File: config.mk
export PLATFORM = sky130hd
export DESIGN_NAME = telemetry_frame_receiver
export DESIGN_NICKNAME = d
export VERILOG_FILES = /design/src/hdl/tfr_pkg.sv /design/src/hdl/tfr_parser.sv /design/src/hdl/telemetry_frame_receiver.sv
export SDC_FILE = /design/constraint.sdc
export NUM_CORES = 1
export LEC_CHECK = 0
export BUFFER_PORTS_ARGS = -buffer_cell sky130_fd_sc_hd__buf_2
export CELL_PAD_IN_SITES_DETAIL_PLACEMENT = 1
export CELL_PAD_IN_SITES_GLOBAL_PLACEMENT = 1
export CORE_MARGIN = 10
export CORE_UTILIZATION = 48
export CTS_CLUSTER_DIAMETER = 60
export DETAILED_ROUTE_END_ITERATION = 12
export GPL_ROUTABILITY_DRIVEN = 0
export HOLD_SLACK_MARGIN = 0.02
export PLACE_DENSITY = 0.79
export SLEW_MARGIN = 15
export SYNTH_ARGS = -nofsm -noshare
export SYNTH_HDL_FRONTEND = slang
export SYNTH_SLANG_ARGS = --single-unit
export TNS_END_PERCENT = 100
File: constraint.sdc
create_clock -name clk -period 13.16 [get_ports clk]
set_input_delay 2.632 -clock clk [delete_from_list [all_inputs] [get_ports clk]]
set_output_delay 2.632 -clock clk [all_outputs]
set_load 0.03 [all_outputs]
File: src/hdl/tfr_pkg.sv
// Shared constants and types for the telemetry frame receiver.
package tfr_pkg;

    localparam int BYTE_W    = 8;
    localparam int WORD_W    = 16;
    localparam int STORE_LEN = 21;
    localparam int POS_W     = 5;
    localparam int CFG_IDX_W = 1;

    localparam logic [BYTE_W-1:0] HEAD_RESET = 8'h7B;
    localparam logic [BYTE_W-1:0] TAIL_RESET = 8'h7D;

    // byte_position values: last stored data byte and checksum byte
    localparam logic [POS_W-1:0] POS_LAST_DATA = 5'd21;
    localparam logic [POS_W-1:0] POS_CHECK     = 5'd22;

    // configuration register indexes
    localparam logic [CFG_IDX_W-1:0] REG_HEAD = 1'b0;
    localparam logic [CFG_IDX_W-1:0] REG_TAIL = 1'b1;

    // decoded frame; stop_flag sits in the lowest bits
    typedef struct packed {
        logic        [WORD_W-1:0] battery_mv;
        logic signed [WORD_W-1:0] rate_z;
        logic signed [WORD_W-1:0] rate_y;
        logic signed [WORD_W-1:0] rate_x;
        logic signed [WORD_W-1:0] acc_z;
        logic signed [WORD_W-1:0] acc_y;
        logic signed [WORD_W-1:0] acc_x;
        logic signed [WORD_W-1:0] vel_z;
        logic signed [WORD_W-1:0] vel_y;
        logic signed [WORD_W-1:0] vel_x;
        logic        [BYTE_W-1:0] stop_flag;
    } tfr_frame_t;

    localparam int OUT_W = $bits(tfr_frame_t);

    typedef struct packed {
        logic       frame_good;
        tfr_frame_t frame;
    } tfr_status_t;

endpackage

File: src/hdl/tfr_parser.sv
// Frame hunter: head search, byte store, checksum and tail check.
module tfr_parser
(
    input  logic                       clk,
    input  logic                       rst_n,
    input  logic                       byte_en,
    input  logic [tfr_pkg::BYTE_W-1:0] rx_byte,
    input  logic [tfr_pkg::BYTE_W-1:0] head_byte,
    input  logic [tfr_pkg::BYTE_W-1:0] tail_byte,
    output tfr_pkg::tfr_status_t       status
);
    import tfr_pkg::*;

    logic              in_frame_reg;
    logic [POS_W-1:0]  pos_reg;
    logic [BYTE_W-1:0] xor_reg;
    logic [BYTE_W-1:0] store_reg [STORE_LEN];

    logic shift_en;
    logic closing;

    assign shift_en = byte_en && in_frame_reg && (pos_reg <= POS_LAST_DATA);
    assign closing  = in_frame_reg && (pos_reg > POS_CHECK);

    always_ff @(posedge clk or negedge rst_n)
    begin
        if (!rst_n)
        begin
            in_frame_reg <= 1'b0;
            pos_reg      <= '0;
            xor_reg      <= '0;
        end
        else if (byte_en)
        begin
            if (!in_frame_reg)
            begin
                if (rx_byte == head_byte)
                begin
                    in_frame_reg <= 1'b1;
                    pos_reg      <= POS_W'(1);
                    xor_reg      <= rx_byte;
                end
            end
            else if (!closing)
            begin
                xor_reg <= xor_reg ^ rx_byte;
                pos_reg <= pos_reg + POS_W'(1);
            end
            else
            begin
                in_frame_reg <= 1'b0;
                pos_reg      <= '0;
                xor_reg      <= '0;
            end
        end
    end

    // shift line: frame byte 1 ends up in entry 0
    always_ff @(posedge clk)
    begin
        if (shift_en)
        begin
            for (int i = 0; i < STORE_LEN - 1; i++)
            begin
                store_reg[i] <= store_reg[i+1];
            end
            store_reg[STORE_LEN-1] <= rx_byte;
        end
    end

    always_comb
    begin
        status.frame_good = byte_en && closing && (rx_byte == tail_byte) && (xor_reg == '0);
        status.frame.stop_flag  = store_reg[0];
        status.frame.vel_x      = {store_reg[1],  store_reg[2]};
        status.frame.vel_y      = {store_reg[3],  store_reg[4]};
        status.frame.vel_z      = {store_reg[5],  store_reg[6]};
        status.frame.acc_x      = {store_reg[7],  store_reg[8]};
        status.frame.acc_y      = {store_reg[9],  store_reg[10]};
        status.frame.acc_z      = {store_reg[11], store_reg[12]};
        status.frame.rate_x     = {store_reg[13], store_reg[14]};
        status.frame.rate_y     = {store_reg[15], store_reg[16]};
        status.frame.rate_z     = {store_reg[17], store_reg[18]};
        status.frame.battery_mv = {store_reg[19], store_reg[20]};
    end

endmodule

File: src/hdl/telemetry_frame_receiver.sv
// Top level of the telemetry frame receiver: config registers, parser, output register.
//
// Usage:
//   Slave channel (s_tvalid/s_tready/s_tdata) takes one received serial byte
//   per word. The block hunts for head_byte, collects the 23 bytes after it,
//   checks byte 22 against the XOR of bytes 0..21 and byte 23 against
//   tail_byte. A good frame produces one master word carrying the stop flag,
//   nine signed sensor words and the battery word; a bad frame produces none.
//   Latency: the result word is valid the cycle after the closing byte is
//   accepted. Throughput: one byte per cycle while s_tready is high, set by
//   the parser updating once per accepted byte and feeding one output register.
//   Stall: the output register holds its word while m_tready is low; s_tready
//   stays high while the register is empty or being drained, so bytes keep
//   flowing until a finished word waits unclaimed.
//   Reset (rst_n low, asynchronous): hunting restarts, output register empties,
//   head_byte returns to 0x7B and tail_byte to 0x7D.
//   Config: cfg_we writes cfg_data into register cfg_addr (0 head, 1 tail);
//   a new value applies from the next byte on.
module telemetry_frame_receiver
(
    input  logic                          clk,
    input  logic                          rst_n,
    // config write port
    input  logic                          cfg_we,
    input  logic [tfr_pkg::CFG_IDX_W-1:0] cfg_addr,
    input  logic [tfr_pkg::BYTE_W-1:0]    cfg_data,
    // byte input
    input  logic                          s_tvalid,
    output logic                          s_tready,
    input  logic [tfr_pkg::BYTE_W-1:0]    s_tdata,   // [7:0] rx_byte
    // frame output
    output logic                          m_tvalid,
    input  logic                          m_tready,
    // low to high: stop_flag, vel_x, vel_y, vel_z, acc_x, acc_y, acc_z,
    // rate_x, rate_y, rate_z, battery_mv
    output logic [tfr_pkg::OUT_W-1:0]     m_tdata
);
    import tfr_pkg::*;

    logic [BYTE_W-1:0] head_reg;
    logic [BYTE_W-1:0] tail_reg;
    logic              out_valid_reg;
    logic              out_valid_next;
    tfr_frame_t        out_data_reg;
    logic              byte_en;
    tfr_status_t       status;

    // accept while the output register is empty or draining this cycle
    assign s_tready = !out_valid_reg || m_tready;
    assign byte_en  = s_tvalid && s_tready;

    always_ff @(posedge clk or negedge rst_n)
    begin
        if (!rst_n)
        begin
            head_reg <= HEAD_RESET;
            tail_reg <= TAIL_RESET;
        end
        else if (cfg_we)
        begin
            unique case (cfg_addr)
                REG_HEAD: head_reg <= cfg_data;
                REG_TAIL: tail_reg <= cfg_data;
                default:  ;
            endcase
        end
    end

    tfr_parser u_parser
    (
        .clk       (clk),
        .rst_n     (rst_n),
        .byte_en   (byte_en),
        .rx_byte   (s_tdata),
        .head_byte (head_reg),
        .tail_byte (tail_reg),
        .status    (status)
    );

    always_comb
    begin
        out_valid_next = out_valid_reg;
        if (status.frame_good)
        begin
            out_valid_next = 1'b1;
        end
        else if (m_tready)
        begin
            out_valid_next = 1'b0;
        end
    end

    always_ff @(posedge clk or negedge rst_n)
    begin
        if (!rst_n)
        begin
            out_valid_reg <= 1'b0;
        end
        else
        begin
            out_valid_reg <= out_valid_next;
        end
    end

    // load a finished frame; it can only arrive when the register is free
    always_ff @(posedge clk)
    begin
        if (status.frame_good)
        begin
            out_data_reg <= status.frame;
        end
    end

    assign m_tvalid = out_valid_reg;
    assign m_tdata  = out_data_reg;

endmodule

==> flow_summary.json <==
{
  "status": "complete, no violations",
  "clk_pin_slew_worst_paths_ns": 0.06,
  "dp_hpwl_um": 15500,
  "port_buffers": 191,
  "final_nets": 775,
  "whs_ns": 0.4210,
  "yosysTopAreaCellShare": 0.8387,
  "worstPathMaxFanout": 14,
  "dr.pass1.iters": 4,
  "grt_max_degree": 86,
  "postCtsResizedCells": 0,
  "min_period_over_period": 0.4765,
  "grt_pass1_vias": 5980,
  "required_ns": 10.53,
  "area_delta_synth_final_pct": 22.31,
  "cts_tree": "yes",
  "critPathMostFrequentCell": "buf_2",
  "drcViolationCount": 0,
  "finalInstanceArea_um2": 14710,
  "std_cell_rows": 57,
  "yosys.area.top_type": "edfxtp_1",
  "synth.most_common_cell": "edfxtp_1",
  "worst_pin_slew_ns": 1.092,
  "report.final.setup_viol": 0,
  "die_w_um": 178.3,
  "drt_iter0_drc": 415,
  "cts.sinks": 367,
  "routed_wl_um": 23570,
  "worstHoldStart": "u_parser.store_reg[0][2]",
  "cp_slowest_cell": "nor2b_1",
  "synth.ff_latch_count": 367,
  "dieArea_um2": 31800,
  "ys_top_cells_by_count": "336 x edfxtp_1, 19 x dfrtp_1, 18 x nor2b_1",
  "synth_cell_type_count": 42,
  "clock.fmax_mhz": 159.5,
  "coreArea_um2": 24460,
  "antenna_left": 0,
  "cts.hold.buffers_added": 0,
  "synth_seq_area_share": 0.9044,
  "hold-path-endpoint": "m_tdata[2]",
  "hold_path_class": "reg2reg",
  "post-route-util": 0.6015,
  "cts_root_buffer": "clkbuf_16",
  "grt_overflow": 0,
  "crit_type": "in2out",
  "slew_headroom": 0.2721,
  "start_kind": "primary input",
  "dpl_cell_area_um2": 13390,
  "synth_area_per_cell_um2": 22.91,
  "worstHoldPathCells": 0,
  "post_cts_buffers": 0,
  "antenna_found_initial": 0,
  "path_buf_inv": 3,
  "rr_startpoint": "u_parser.pos_reg[0]",
  "drive_gt1_frac": 0.3711,
  "power.density_nw_per_um2": 180.3,
  "ff2ff_setup_slack_ns": 9.16,
  "cts_buffer_depth": 3,
  "netlist_area_um2": 12030,
  "end_kind": "output port",
  "reg2reg_depth": 8,
  "initial_utilization": 0.4918,
  "synth-main-ff-cell": "edfxtp_1",
  "cp_cell_sequence": "buf_2, nor2b_1, inv_1, buf_2",
  "numCtsBuffers": 38,
  "io_pins": 192,
  "die_y_um": 178.3,
  "syn_inst": 525,
  "h-tree-depth": 2,
  "gr-usage-all-layers": 0.1427,
  "skew_ns": 0.02556,
  "vias": 5584,
  "crit_path_max_incr_delay_ns": 0.32,
  "ir_drop_uv": 76.80,
  "rsz0062_at_grt": "no",
  "async_flop_share": 0.08447,
  "detail_route.wl_per_cell_um": 21.43,
  "worstPathArrival_ns": 3.64,
  "vias_per_cell": 5.076,
  "clk_latency_ns": 0.51,
  "maxCapViolations": 0,
  "final_cells": 1100,
  "grt_pass1_wl_um": 34780,
  "synth_edf_count": 336,
  "synth_nets": 550,
  "place_inst": 1034,
  "antenna-diode-count": 0,
  "r2r-end": "m_tdata[112]",
  "hold_violations": 0,
  "finalCriticalPeriod_ns": 6.270,
  "p_leak_uw": 0.005232,
  "tns_ns": 0,
  "critPathTopFamily": "buffers and inverters",
  "ys_top_cells_by_area": "edfxtp_1 84%, dfrtp_1 4.0%, dfstp_2 2.6%",
  "ys_warn_count": 0,
  "slew_violations": 0
}
-- logic make-up (layout without fill, tap and decap cells) --
family	after synthesis	after routing	synth area share
fa+ha+maj	3	3	0.003120
compound gates	42	42	0.02704
xor+xnor	16	16	0.01165
mux	16	16	0.01498
flops	367	367	0.9044
simple gates	56	56	0.02995
buf+inv	25	276	0.008839
-- power by group --
| group | internal, uW | switching, uW |
|---|---|---|
| Sequential | 1360 | 52.8 |
| Clock | 700 | 414 |
| Combinational | 47.1 | 83.9 |
-- through the flow --
stage                     setup slack (ns)  total power [uW]
after floorplan                      1.080              1523
after detailed placement             6.894              1563
after CTS                            6.894              2686
after global routing                 6.847              2757
final                                6.890              2653
after global placement               6.968              1545
-- routing by layer --
layer,share of wire,up-vias,track usage
met1,0.39,2849,0.1690
met2,0.52,174,0.2534
met5,0,-,0
li1,-,2532,-
met3,0.077,29,0.03890
met4,0.015,0,0.03548
-- how the worst max path moves through the flow --
stage / start / to / slack, ns / cells past startpoint
CTS: m_tready / s_tready / 6.89 / 4
global placement: m_tready / s_tready / 6.97 / 4
finish: m_tready / s_tready / 6.89 / 4
global route: m_tready / s_tready / 6.85 / 4
detailed placement: m_tready / s_tready / 6.89 / 4
floorplan: m_tready / u_parser.store_reg[0][0] / 1.08 / 6
-- final cells by class --
cell class	instances	area, um2
clock buffer	43	991.0
timing repair buffer	196	993.5
multi-input combinational	133	1062
inverter	14	52.55
fill	2179	9748
tap	324	405.4
sequential	367	10880
clock inverter	23	329.1
-- layout by cell type, fill, tap and decap left out, types with 9 or more instances in the layout --
cell type / synthesis / routed
nor2b_1: 18 / 18
dfrtp_1: 19 / 19
dfstp_2: 12 / 12
clkbuf_16: 0 / 39
xor2_1: 16 / 16
a22oi_1: 9 / 9
mux2_2: 16 / 16
nand4_1: 10 / 10
inv_1: 14 / 14
buf_2: 3 / 191
edfxtp_1: 336 / 336
(Power assumes the default switching activity.)
